$ cat config.mk
export PLATFORM = sky130hd
export DESIGN_NAME = laser_pulse_sequencer_top
export DESIGN_NICKNAME = d
export VERILOG_FILES = /design/src/hw/rtl/lps_pkg.sv /design/src/hw/rtl/laser_pulse_sequencer_top.sv
export SDC_FILE = /design/constraint.sdc
export NUM_CORES = 1
export LEC_CHECK = 0
export ABC_CLOCK_PERIOD_IN_PS = 7060
export BUFFER_PORTS_ARGS = -buffer_cell sky130_fd_sc_hd__buf_4
export CORE_UTILIZATION = 25
export CTS_BUF_LIST = sky130_fd_sc_hd__clkbuf_4 sky130_fd_sc_hd__clkbuf_8
export CTS_CLUSTER_DIAMETER = 120
export CTS_CLUSTER_SIZE = 8
export DETAILED_ROUTE_END_ITERATION = 8
export PLACE_DENSITY = 0.4
export SYNTH_ARGS = -nofsm -noshare
export SYNTH_HDL_FRONTEND = slang
export SYNTH_SLANG_ARGS = --single-unit
$ cat constraint.sdc
create_clock -name clk -period 7.06 [get_ports clk]
set_input_delay 0.706 -clock clk [delete_from_list [all_inputs] [get_ports clk]]
set_output_delay 0.706 -clock clk [all_outputs]
set_load 0.01 [all_outputs]
$ cat src/hw/rtl/lps_pkg.sv
`default_nettype none
package lps_pkg;

	localparam int CNT_W = 16;
	localparam int REG_W = 16;
	localparam int CMP_W = (CNT_W > REG_W) ? CNT_W : REG_W;
	localparam int IDX_W = 3;
	localparam int IN_W  = 8;
	localparam int OUT_W = 8;

	localparam logic [REG_W-1:0] BUZZ_TICKS_RST = REG_W'(1200);

	typedef logic [2:0] phase_t;

	localparam phase_t PH_WAIT    = 3'd0;
	localparam phase_t PH_PULSE   = 3'd1;
	localparam phase_t PH_OFF     = 3'd2;
	localparam phase_t PH_BUZZ    = 3'd3;
	localparam phase_t PH_RELEASE = 3'd4;
	localparam phase_t PH_FAULT   = 3'd5;

	localparam logic [IDX_W-1:0] REG_OFF_TIME    = 3'd0;
	localparam logic [IDX_W-1:0] REG_PULSES_SQ   = 3'd1;
	localparam logic [IDX_W-1:0] REG_AUTO_REPEAT = 3'd2;
	localparam logic [IDX_W-1:0] REG_SLIDE_MODE  = 3'd3;
	localparam logic [IDX_W-1:0] REG_BUZZ_TICKS  = 3'd4;

	function automatic logic [CNT_W-1:0] sat_inc(input logic [CNT_W-1:0] v);
		logic [CNT_W-1:0] r;
		r = (v == {CNT_W{1'b1}}) ? v : v + CNT_W'(1);
		return r;
	endfunction

endpackage
`default_nettype wire

$ cat src/hw/rtl/laser_pulse_sequencer_top.sv
// result: registered, valid in the cycle after its input transfer
// throughput: one tick per cycle, set by the single state update register
// stage; input stalls while a result is held and not yet taken
// reset: arst_n clears sequencer state, counters and output valid at once;
// registers come up at their documented reset values
`default_nettype none
module laser_pulse_sequencer_top (
	input  wire logic                      clk,
	input  wire logic                      arst_n,
	input  wire logic                      s_axis_tvalid,
	output logic                           s_axis_tready,
	// system_ready, trigger, pulse_done, wrong_current, 4'b0
	input  wire logic [lps_pkg::IN_W-1:0]  s_axis_tdata,
	output logic                           m_axis_tvalid,
	input  wire logic                      m_axis_tready,
	// phase[2:0], laser_enable, buzzer_on, pulse_start, pulse_in_progress,
	// fault_request
	output logic [lps_pkg::OUT_W-1:0]      m_axis_tdata,
	input  wire logic                      cfg_we,
	input  wire logic [lps_pkg::IDX_W-1:0] cfg_index,
	input  wire logic [lps_pkg::REG_W-1:0] cfg_data
);
	import lps_pkg::*;

	logic [REG_W-1:0] off_time_q, pulses_sq_q, buzz_ticks_q;
	logic             auto_repeat_q, slide_mode_q;

	phase_t           phase_q, phase_d;
	logic [CNT_W-1:0] off_cnt_q, off_cnt_d;
	logic [CNT_W-1:0] slide_cnt_q, slide_cnt_d;
	logic [CNT_W-1:0] buzz_cnt_q, buzz_cnt_d;
	logic             buzzer_q, buzzer_d;
	logic             laser_q, laser_d;
	logic             busy_q, busy_d;
	logic             start_d, fault_d;

	logic             out_valid_q;
	logic [OUT_W-1:0] out_data_q;

	logic in_xfer;
	logic rdy, trig, done, wrong;

	assign rdy   = s_axis_tdata[0];
	assign trig  = s_axis_tdata[1];
	assign done  = s_axis_tdata[2];
	assign wrong = s_axis_tdata[3];

	assign s_axis_tready = !out_valid_q || m_axis_tready;
	assign in_xfer       = s_axis_tvalid && s_axis_tready;
	assign m_axis_tvalid = out_valid_q;
	assign m_axis_tdata  = out_data_q;

	// configuration registers
	always_ff @(posedge clk or negedge arst_n) begin
		if (!arst_n) begin
			off_time_q    <= '0;
			pulses_sq_q   <= '0;
			auto_repeat_q <= 1'b0;
			slide_mode_q  <= 1'b0;
			buzz_ticks_q  <= BUZZ_TICKS_RST;
		end else if (cfg_we) begin
			unique case (cfg_index)
				REG_OFF_TIME:    off_time_q    <= cfg_data;
				REG_PULSES_SQ:   pulses_sq_q   <= cfg_data;
				REG_AUTO_REPEAT: auto_repeat_q <= cfg_data[0];
				REG_SLIDE_MODE:  slide_mode_q  <= cfg_data[0];
				REG_BUZZ_TICKS:  buzz_ticks_q  <= cfg_data;
				default: ;
			endcase
		end
	end

	// next state for one tick
	always_comb begin
		phase_d     = phase_q;
		off_cnt_d   = off_cnt_q;
		slide_cnt_d = slide_cnt_q;
		buzz_cnt_d  = buzz_cnt_q;
		buzzer_d    = buzzer_q;
		laser_d     = laser_q;
		busy_d      = busy_q;
		start_d     = 1'b0;
		fault_d     = 1'b0;
		if (!rdy) begin
			buzzer_d = 1'b0;
			busy_d   = 1'b0;
			phase_d  = PH_WAIT;
		end else begin
			unique case (phase_q)
				PH_PULSE: begin
					if (done) begin
						buzzer_d  = 1'b0;
						off_cnt_d = '0;
						phase_d   = PH_OFF;
					end else if (wrong) begin
						buzzer_d = 1'b0;
						fault_d  = 1'b1;
						phase_d  = PH_FAULT;
					end
				end
				PH_OFF: begin
					buzzer_d = 1'b0;
					if (CMP_W'(off_cnt_q) >= CMP_W'(off_time_q)) begin
						if (auto_repeat_q) begin
							if (slide_mode_q &&
								CMP_W'(slide_cnt_q) >= CMP_W'(pulses_sq_q)) begin
								slide_cnt_d = '0;
								buzz_cnt_d  = '0;
								buzzer_d    = 1'b1;
								phase_d     = PH_BUZZ;
							end else begin
								phase_d = PH_WAIT;
							end
						end else begin
							phase_d = PH_RELEASE;
						end
					end else begin
						off_cnt_d = sat_inc(off_cnt_q);
					end
				end
				PH_BUZZ: begin
					if (CMP_W'(buzz_cnt_q) > CMP_W'(buzz_ticks_q)) begin
						buzzer_d = 1'b0;
						phase_d  = PH_RELEASE;
					end else begin
						buzz_cnt_d = sat_inc(buzz_cnt_q);
					end
				end
				PH_RELEASE: begin
					if (!trig)
						phase_d = PH_WAIT;
				end
				PH_FAULT: ;
				default: begin
					if (trig) begin
						busy_d      = 1'b1;
						buzzer_d    = 1'b1;
						laser_d     = 1'b1;
						start_d     = 1'b1;
						slide_cnt_d = sat_inc(slide_cnt_q);
						phase_d     = PH_PULSE;
					end else begin
						laser_d  = 1'b0;
						buzzer_d = 1'b0;
						phase_d  = PH_WAIT;
					end
				end
			endcase
		end
	end

	always_ff @(posedge clk or negedge arst_n) begin
		if (!arst_n) begin
			phase_q     <= PH_WAIT;
			off_cnt_q   <= '0;
			slide_cnt_q <= '0;
			buzz_cnt_q  <= '0;
			buzzer_q    <= 1'b0;
			laser_q     <= 1'b0;
			busy_q      <= 1'b0;
		end else if (in_xfer) begin
			phase_q     <= phase_d;
			off_cnt_q   <= off_cnt_d;
			slide_cnt_q <= slide_cnt_d;
			buzz_cnt_q  <= buzz_cnt_d;
			buzzer_q    <= buzzer_d;
			laser_q     <= laser_d;
			busy_q      <= busy_d;
		end
	end

	// output register
	always_ff @(posedge clk or negedge arst_n) begin
		if (!arst_n) begin
			out_valid_q <= 1'b0;
		end else if (in_xfer) begin
			out_valid_q <= 1'b1;
		end else if (m_axis_tready) begin
			out_valid_q <= 1'b0;
		end
	end

	always_ff @(posedge clk) begin
		if (in_xfer) begin
			out_data_q <= {fault_d, busy_d, start_d, buzzer_d, laser_d, phase_d};
		end
	end

endmodule
`default_nettype wire

==> results of run 1 <==
[where the power goes]
group / internal, W / total, W / switching [W] / leakage (nW)
registers: 0.000745 / 0.000807 / 0.0000626 / 1.40
clock network: 0.000280 / 0.000549 / 0.000269 / 0.186
logic: 0.000140 / 0.000339 / 0.000199 / 1.69
total: 0.00116 / 0.00170 / 0.000530 / 3.28
[state kept, by name, indices dropped and copies added (netlist names)]
register and count:
buzzer_q 1, m_axis_tdata 8, buzz_cnt_q 16, slide_cnt_q 16
phase_q 3, off_time_q 16, slide_mode_q 1, pulses_sq_q 16
busy_q 1, auto_repeat_q 1, laser_q 1, m_axis_tvalid 1
buzz_ticks_q 16, off_cnt_q 16
[layer usage]
metal	share of wire	GRT usage	up-vias	wire length (um)
met5	0	0	-	0
met4	0.016	0.0455	0	275
met3	0.033	0.0279	23	565
met2	0.46	0.219	98	7930
met1	0.49	0.187	2640	8410
li1	-	-	2634	-
[per-stage QoR]
stage               utilization  worst slack, ns
finish                    0.296             3.69
global route              0.296             3.41
CTS                       0.296             3.68
detailed placement        0.282             3.70
global placement          0.282             3.75
floorplan                     -             4.33
[layout by cell type (no fill, tap or decap), types with 3 or more instances in the layout]
| cell | netlist | layout |
|---|---|---|
| sky130_fd_sc_hd__dfrtp_1 | 101 | 101 |
| sky130_fd_sc_hd__nand2_1 | 95 | 95 |
| sky130_fd_sc_hd__o21ai_0 | 61 | 61 |
| sky130_fd_sc_hd__inv_1 | 52 | 52 |
| sky130_fd_sc_hd__ha_1 | 52 | 52 |
| sky130_fd_sc_hd__buf_4 | 0 | 43 |
| sky130_fd_sc_hd__a21oi_1 | 38 | 38 |
| sky130_fd_sc_hd__nand3_1 | 27 | 27 |
| sky130_fd_sc_hd__and3_1 | 26 | 26 |
| sky130_fd_sc_hd__o21ai_1 | 23 | 23 |
| sky130_fd_sc_hd__clkbuf_8 | 0 | 20 |
| sky130_fd_sc_hd__nor2_1 | 19 | 19 |
| sky130_fd_sc_hd__o31ai_1 | 17 | 17 |
| sky130_fd_sc_hd__or4_1 | 13 | 13 |
| sky130_fd_sc_hd__mux2_2 | 12 | 12 |
| sky130_fd_sc_hd__or3_1 | 10 | 10 |
| sky130_fd_sc_hd__a211oi_1 | 9 | 9 |
| sky130_fd_sc_hd__nand4_1 | 8 | 8 |
| sky130_fd_sc_hd__edfxtp_1 | 8 | 8 |
| sky130_fd_sc_hd__nand2b_1 | 7 | 7 |
| sky130_fd_sc_hd__a31oi_1 | 7 | 7 |
| sky130_fd_sc_hd__nand3b_1 | 7 | 7 |
| sky130_fd_sc_hd__nor2b_1 | 6 | 6 |
| sky130_fd_sc_hd__nor3_1 | 7 | 6 |
| sky130_fd_sc_hd__o211ai_1 | 6 | 6 |
| sky130_fd_sc_hd__a21o_1 | 6 | 6 |
| sky130_fd_sc_hd__clkinv_2 | 0 | 6 |
| sky130_fd_sc_hd__and4_1 | 5 | 5 |
| sky130_fd_sc_hd__o221ai_1 | 4 | 4 |
| sky130_fd_sc_hd__xnor2_1 | 4 | 4 |
| sky130_fd_sc_hd__o31a_1 | 4 | 4 |
| sky130_fd_sc_hd__dfstp_2 | 4 | 4 |
| sky130_fd_sc_hd__clkbuf_4 | 0 | 4 |
| sky130_fd_sc_hd__o21a_1 | 3 | 3 |
| sky130_fd_sc_hd__and2_1 | 3 | 3 |
| sky130_fd_sc_hd__mux2i_1 | 3 | 3 |
[how the worst max path moves through the flow]
stage | from | end | slack (ns)
after floorplan | buzz_ticks_q[10] | buzz_cnt_q[15] | 4.33
after global placement | buzz_ticks_q[7] | buzz_cnt_q[6] | 3.75
after detailed placement | buzz_ticks_q[7] | buzz_cnt_q[6] | 3.70
after CTS | buzz_ticks_q[7] | buzz_cnt_q[6] | 3.68
after global routing | buzz_ticks_q[7] | buzz_cnt_q[6] | 3.41
final | buzz_ticks_q[7] | buzz_cnt_q[6] | 3.69
[worst max-delay path, cell delays in order, from the launching register on]
cell	delay, ns
sky130_fd_sc_hd__dfstp_2	0.51
sky130_fd_sc_hd__inv_1	0.05
sky130_fd_sc_hd__ha_1	0.29
sky130_fd_sc_hd__nand2_1	0.06
sky130_fd_sc_hd__or4_1	0.54
sky130_fd_sc_hd__a21oi_1	0.24
sky130_fd_sc_hd__o31ai_4	0.13
sky130_fd_sc_hd__a21oi_2	0.72
sky130_fd_sc_hd__or2_0	0.48
sky130_fd_sc_hd__o221ai_1	0.20
[kinds of logic (layout without fill, tap and decap cells)]
kind of cell               count (synthesis)  in the layout  share of synthesized area
and+or+nand+nor                          244            244                      0.193
AOI/OAI and AO/OA                        195            195                      0.185
DFF                                      113            113                      0.441
buffers and inverters                     82            128                     0.0493
adders and majority gates                 52             52                     0.0998
muxes                                     15             15                     0.0253
xor gates and xnor gates                   5              5                    0.00671
other                                      0              1                          0
[area by class of cell]
cell class,count,area (um^2),area share
Antenna cell,1,2.50,0.000333
Inverter,54,203,0.0270
Tap cell,330,413,0.0550
Timing Repair Buffer,43,323,0.0430
Clock buffer,24,305,0.0407
Clock inverter,7,37.5,0.00500
Multi-Input combinational cell,511,3350,0.447
Sequential cell,113,2870,0.383
[synth_stat cells, types with 2 or more instances]
master,count
sky130_fd_sc_hd__nor2_1,19
sky130_fd_sc_hd__o31ai_1,17
sky130_fd_sc_hd__o21a_1,3
sky130_fd_sc_hd__a31oi_1,7
sky130_fd_sc_hd__nor4_1,2
sky130_fd_sc_hd__and4_1,5
sky130_fd_sc_hd__nor3_1,7
sky130_fd_sc_hd__nand3b_1,7
sky130_fd_sc_hd__and3_1,26
sky130_fd_sc_hd__o41ai_1,2
sky130_fd_sc_hd__o221ai_1,4
sky130_fd_sc_hd__ha_1,52
sky130_fd_sc_hd__o31a_1,4
sky130_fd_sc_hd__inv_1,52
sky130_fd_sc_hd__or3_1,10
sky130_fd_sc_hd__or4_1,13
sky130_fd_sc_hd__o211a_1,2
sky130_fd_sc_hd__nand3_1,27
sky130_fd_sc_hd__o21ai_0,61
sky130_fd_sc_hd__buf_2,5
sky130_fd_sc_hd__edfxtp_1,8
sky130_fd_sc_hd__a21oi_1,38
sky130_fd_sc_hd__dfstp_2,4
sky130_fd_sc_hd__nor4bb_1,2
sky130_fd_sc_hd__xnor2_1,4
sky130_fd_sc_hd__nand4_1,8
sky130_fd_sc_hd__nor2b_1,6
sky130_fd_sc_hd__nor3b_2,2
sky130_fd_sc_hd__nand2_1,95
sky130_fd_sc_hd__a21o_1,6
sky130_fd_sc_hd__dfrtp_1,101
sky130_fd_sc_hd__mux2i_1,3
sky130_fd_sc_hd__nand2b_1,7
sky130_fd_sc_hd__or2_1,2
sky130_fd_sc_hd__o2111ai_1,2
sky130_fd_sc_hd__a32oi_1,2
sky130_fd_sc_hd__a211oi_1,9
sky130_fd_sc_hd__o211ai_1,6
sky130_fd_sc_hd__clkbuf_1,22
sky130_fd_sc_hd__o21ai_1,23
sky130_fd_sc_hd__and2_1,3
sky130_fd_sc_hd__mux2_2,12
==> metrics.log, run 1 <==
[metrics] max-cap violations: 0
[metrics] clock slew at the register clock pins of the worst setup and hold paths: 0.07 ns
[metrics] slew margin rel.: 0.405
[metrics] reg-to-reg critical path endpoint: buzz_cnt_q[6]
[metrics] worst-case vdd ir drop: 0.0996 mV
[metrics] number of enable-type register cells in the synthesized netlist: 8
[metrics] class of the most critical hold timing path: input pin to asynchronous set/reset pin
[metrics] Clock Latency Late Sink: 0.44 ns
[metrics] Row Count: 58
[metrics] portion of the post-synthesis area used by sequential elements: 0.441
[metrics] worst reg2reg startpoint: buzz_ticks_q[7]
[metrics] worst-margin pin slew: 0.887 ns
[metrics] Fin Clk Skew: 0.0152 ns
[metrics] nature of the critical path startpoint: flop
[metrics] number of hold violations in the final report: 0
[metrics] Mapped Avg Cell Area: 9.24 um^2
[metrics] Critical Path Sink Type: flop
[metrics] Crit path required time: 7.36 ns
[metrics] average vias per placed instance: 4.98
[metrics] share of synthesized flip-flops with an asynchronous set or reset: 0.929
[metrics] status: finished, final reports clean
[metrics] total global routing overflow: 0
[metrics] Crit Path Max Fanout: 20
[metrics] DRT Wirelength: 17.2 mm
[metrics] worst hold margin: 0.302 ns
[metrics] final non-filler cell total: 1083
[metrics] # fillers: 2697
[metrics] Clock Tree Buf Depth: 2
[metrics] final period demand of the worst path: 3.37 ns
[metrics] number of antenna violations at the first check in global routing: 0
[metrics] depth of the worst register-to-register path: 9
[metrics] Layout Nets: 824
[metrics] count of port buffers added during placement: 37
[metrics] fin area: 0.00751 mm^2
[metrics] post-cts gate resize count: 0
[metrics] instance count of the mapped netlist: 706
[metrics] fraction of post-synthesis cell area in the top cell type by area: 0.388
[metrics] clock tree from TritonCTS: done
[metrics] Setup TNS: 0 ns
[metrics] sink count of the clock tree: 113
[metrics] detailed placement HPWL: 12.7 mm
[metrics] vertical die dimension: 164 um
[metrics] number of DRC markers after the initial detailed-route iteration: 247
[metrics] number of global-route vias before repair: 5292
[metrics] cells taking the most area after synthesis: sky130_fd_sc_hd__dfrtp_1 39%, sky130_fd_sc_hd__ha_1 10%, sky130_fd_sc_hd__nand2_1 5.5%, sky130_fd_sc_hd__o21ai_0 4.7%, sky130_fd_sc_hd__edfxtp_1 3.7%
[metrics] final count of pins violating max slew: 0
[metrics] combined area of all synthesized cells: 0.00652 mm^2
[metrics] leakage power summed over all cells: 3.28 nW
[metrics] share of post-route cells with drive strength above 1: 0.132
[metrics] post-synthesis sequential element count: 113
[metrics] H-tree Lvls: 4
[metrics] maximum number of pins on one net before global-route repair: 58
[metrics] ratio of total power to cell area: 226 mW/mm^2
[metrics] Synthesized Nets: 790
[metrics] Yosys top cell by area: sky130_fd_sc_hd__dfrtp_1
[metrics] R2R Setup Slk: 3.69 ns
[metrics] Crit path arrival time: 3.66 ns
[metrics] Die Width: 164 um
[metrics] Core Area: 0.0254 mm^2
[metrics] post-detailed-route DRC marker count: 0
[metrics] Root Buffer: sky130_fd_sc_hd__clkbuf_8
[metrics] first-pass GRT wire length: 28.4 mm
[metrics] Total Power: 0.00170 W
[metrics] number of iterations in the first detailed-routing pass: 4
[metrics] total of endpoints with negative setup slack in the final report: 0
[metrics] synth warn: 0
[metrics] Post CTS Setup Buffer Count: 0
[metrics] Die Outline Area: 0.0267 mm^2
[metrics] antenna-violating nets left: 0
[metrics] post-detailed-route wirelength per cell: 15.9 um
[metrics] count of unique library cells instantiated by Yosys: 58
[metrics] kind of critical path: flop to flop
[metrics] max frequency: 297 MHz
[metrics] RSZ-0062 raised after global routing: no
[metrics] I/O pin count: 42
[metrics] Vias: 5395
[metrics] Placer Congestion: 0.761
[metrics] most frequently used flop master after synthesis: sky130_fd_sc_hd__dfrtp_1
[metrics] Placed Area: 0.00716 mm^2
[metrics] Placed Cells incl. Taps: 1051
[metrics] starting utilization of the core area: 0.257
[metrics] total routing usage reported by global routing: 0.138
[metrics] final period utilization: 0.477
[metrics] relative area change from synthesis to final layout: 15.2%
[metrics] clock buffers created by TritonCTS: 17
[metrics] number of buffers added to fix hold violations after cts: 0
Note: power is estimated with default switching activity, not from simulation.
==> run 2, diff against run 1 <==
--- a/config.mk
+++ b/config.mk
@@ -5,14 +5,14 @@
 export SDC_FILE = /design/constraint.sdc
 export NUM_CORES = 1
 export LEC_CHECK = 0
-export ABC_CLOCK_PERIOD_IN_PS = 7060
+export ABC_CLOCK_PERIOD_IN_PS = 2700
 export BUFFER_PORTS_ARGS = -buffer_cell sky130_fd_sc_hd__buf_4
 export CORE_UTILIZATION = 25
 export CTS_BUF_LIST = sky130_fd_sc_hd__clkbuf_4 sky130_fd_sc_hd__clkbuf_8
 export CTS_CLUSTER_DIAMETER = 120
 export CTS_CLUSTER_SIZE = 8
 export DETAILED_ROUTE_END_ITERATION = 8
-export PLACE_DENSITY = 0.4
+export PLACE_DENSITY = 0.41
 export SYNTH_ARGS = -nofsm -noshare
 export SYNTH_HDL_FRONTEND = slang
 export SYNTH_SLANG_ARGS = --single-unit
==> constraint.sdc (replaced) <==
create_clock -name clk -period 2.7 [get_ports clk]
set_input_delay 0.27 -clock clk [delete_from_list [all_inputs] [get_ports clk]]
set_output_delay 0.27 -clock clk [all_outputs]
set_load 0.01 [all_outputs]
==> run 2 against run 1 <==
Net effect: clock-buffer cell count decreased by 1; combinational power grew to 3.3 times the previous value; flip-flop and latch count stayed put; hold slack worse by 0.26 ns; largest cell class unchanged; highest routed layer unchanged.
==> metrics.log, run 2 (synthesis gave the netlist of run 1 again) <==
[metrics] Core Area: 0.0254 mm^2
[metrics] worst-margin pin slew: 0.668 ns
[metrics] total routing usage reported by global routing: 0.142
[metrics] class of the most critical hold timing path: input pin to flop
[metrics] Crit path arrival time: 3.03 ns
[metrics] Crit Path Max Fanout: 6
[metrics] routed length on met2: 8.70 mm
[metrics] vertical die dimension: 164 um
[metrics] Fin Clk Skew: 0.0150 ns
[metrics] number of iterations in the first detailed-routing pass: 4
[metrics] average vias per placed instance: 4.85
[metrics] depth of the worst register-to-register path: 10
[metrics] Total Power: 0.00512 W
[metrics] detailed route wirelength on metal3: 480 um
[metrics] Hold Path End: m_axis_tvalid
[metrics] worst-case vdd ir drop: 0.311 mV
[metrics] worst hold path cell count: 2
[metrics] clock tree from TritonCTS: done
[metrics] leakage power summed over all cells: 3.67 nW
[metrics] status: finished, final reports clean
[metrics] post-detailed-route DRC marker count: 0
[metrics] final count of pins violating max slew: 0
[metrics] clock buffers created by TritonCTS: 17
[metrics] routed length on met1: 8.72 mm
[metrics] DRT Wirelength: 18.0 mm
[metrics] RSZ-0062 raised after global routing: yes
[metrics] starting utilization of the core area: 0.257
[metrics] nature of the critical path startpoint: flop
[metrics] relative area change from synthesis to final layout: 28.7%
[metrics] Placer Congestion: 0.781
[metrics] Placed Cells incl. Taps: 1097
[metrics] number of hold violations in the final report: 0
[metrics] max-cap violations: 0
[metrics] final non-filler cell total: 1140
[metrics] total of endpoints with negative setup slack in the final report: 0
[metrics] share of post-route cells with drive strength above 1: 0.240
[metrics] Crit path required time: 3.06 ns
[metrics] Die Outline Area: 0.0267 mm^2
[metrics] I/O pin count: 42
[metrics] number of antenna violations at the first check in global routing: 0
[metrics] Clock Latency Late Sink: 0.44 ns
[metrics] Die Width: 164 um
[metrics] Vias: 5524
[metrics] critical path startpoint: buzz_ticks_q[10]
[metrics] clock slew at the register clock pins of the worst setup and hold paths: 0.07 ns
[metrics] final period utilization: 0.990
[metrics] worst reg2reg startpoint: buzz_ticks_q[10]
[metrics] R2R Setup Slk: 0.03 ns
[metrics] Highest Signal Layer: met4
[metrics] number of global-route vias before repair: 5514
[metrics] total global routing overflow: 0
[metrics] reg-to-reg critical path endpoint: buzz_cnt_q[11]
[metrics] final period demand of the worst path: 2.67 ns
[metrics] highest-count cells in the layout ignoring fill and taps: 101 x sky130_fd_sc_hd__dfrtp_1, 94 x sky130_fd_sc_hd__nand2_1, 88 x sky130_fd_sc_hd__buf_4
[metrics] ratio of total power to cell area: 610 mW/mm^2
[metrics] most common cell after layout, fill and taps aside: sky130_fd_sc_hd__dfrtp_1
[metrics] detailed placement HPWL: 13.3 mm
[metrics] Row Count: 58
[metrics] kind of critical path: flop to flop
[metrics] launch point of the worst hold path: s_axis_tvalid
[metrics] antenna-violating nets left: 0
[metrics] Layout Nets: 880
[metrics] Root Buffer: sky130_fd_sc_hd__clkbuf_8
[metrics] sink count of the clock tree: 113
[metrics] post-detailed-route wirelength per cell: 15.8 um
[metrics] final cell utilization of the core: 0.330
[metrics] number of DRC markers after the initial detailed-route iteration: 288
[metrics] slew margin rel.: 0.554
[metrics] count of port buffers added during placement: 37
[metrics] first-pass GRT wire length: 29.2 mm
[metrics] H-tree Lvls: 4
[metrics] maximum number of pins on one net before global-route repair: 43
[metrics] Clock Tree Buf Depth: 2
[metrics] Critical Path Sink Type: flop
[metrics] max frequency: 374 MHz
[run 2: cell types whose count changed in the layout (fill, tap and decap cells not counted), sizes merged]
| cell | change |
|---|---|
| bufinv | +5 |
| dlygate4sd3 | +1 |
| clkinv | -3 |
| clkbuf | -1 |
| a21oi | +1 |
| buf | +54 |
[run 2: timing repair]
action / 4_1_cts / 5_1_grt
hold buffers: 1 / 0
endpoints found under the hold margin: 40 / 0
resized for setup: 4 / 45
setup endpoints to repair: 23 / 31
setup buffers: 0 / 8
pin swaps: 2 / 16
gates cloned: 0 / 1
[run 2: cell type report]
| cell class | instances | area, um^2 |
|---|---|---|
| Clock inverter | 9 | 176 |
| Sequential cell | 113 | 2870 |
| Multi-Input combinational cell | 512 | 3600 |
| Timing Repair Buffer | 98 | 816 |
| Inverter | 54 | 203 |
| Clock buffer | 23 | 304 |
| Fill cell | 2655 | 17000 |
| Tap cell | 330 | 413 |
| Antenna cell | 1 | 2.50 |
[run 2: worst max-delay path by stage]
stage | to | slack, ns | cells past startpoint
3_5_place_dp | buzz_cnt_q[6] | -0.12 | 10
3_3_place_gp | buzz_cnt_q[6] | -0.07 | 10
5_1_grt | phase_q[1] | -0.04 | 10
4_1_cts | buzz_cnt_q[6] | 0.007 | 10
6_report | buzz_cnt_q[11] | 0.03 | 10
2_1_floorplan | buzz_cnt_q[15] | 0.04 | 10
[run 2: worst max-delay path, stage by stage (launching register included)]
cell and delay [ns]:
sky130_fd_sc_hd__dfstp_2 0.52, sky130_fd_sc_hd__inv_1 0.06, sky130_fd_sc_hd__ha_4 0.27, sky130_fd_sc_hd__nand4_1 0.12
sky130_fd_sc_hd__or4_4 0.45, sky130_fd_sc_hd__or2_4 0.25, sky130_fd_sc_hd__o31ai_4 0.06, sky130_fd_sc_hd__buf_6 0.16
sky130_fd_sc_hd__a21oi_4 0.08, sky130_fd_sc_hd__or4_4 0.50, sky130_fd_sc_hd__a21oi_2 0.13
[run 2: where the power goes]
group          switching, W  leakage, nW  total [W]  internal (W)
logic              0.000628         2.02    0.00112      0.000492
clock network      0.000724        0.243    0.00194       0.00122
registers          0.000109         1.40    0.00206       0.00195
[run 2: through the flow]
| stage | worst slack (ns) | TNS, ns | area [um^2] | hold WS, ns |
|---|---|---|---|---|
| 2_1_floorplan | 0.0428 | 0 | 6540 | -0.0256 |
| 3_3_place_gp | -0.0668 | -0.382 | 7580 | 0.346 |
| 3_5_place_dp | -0.121 | -1.36 | 7580 | 0.350 |
| 4_1_cts | 0.00745 | 0 | 8100 | 0.0163 |
| 5_1_grt | -0.0367 | -0.0668 | 8390 | 0.00959 |
| 6_report | 0.0275 | 0 | 8390 | 0.0448 |
[run 2: routing by layer]
metal	global-route usage	vias to the layer above
li1	-	2747
met1	0.188	2691
met2	0.238	74
met3	0.0284	12
met4	0.0345	0
met5	0	-
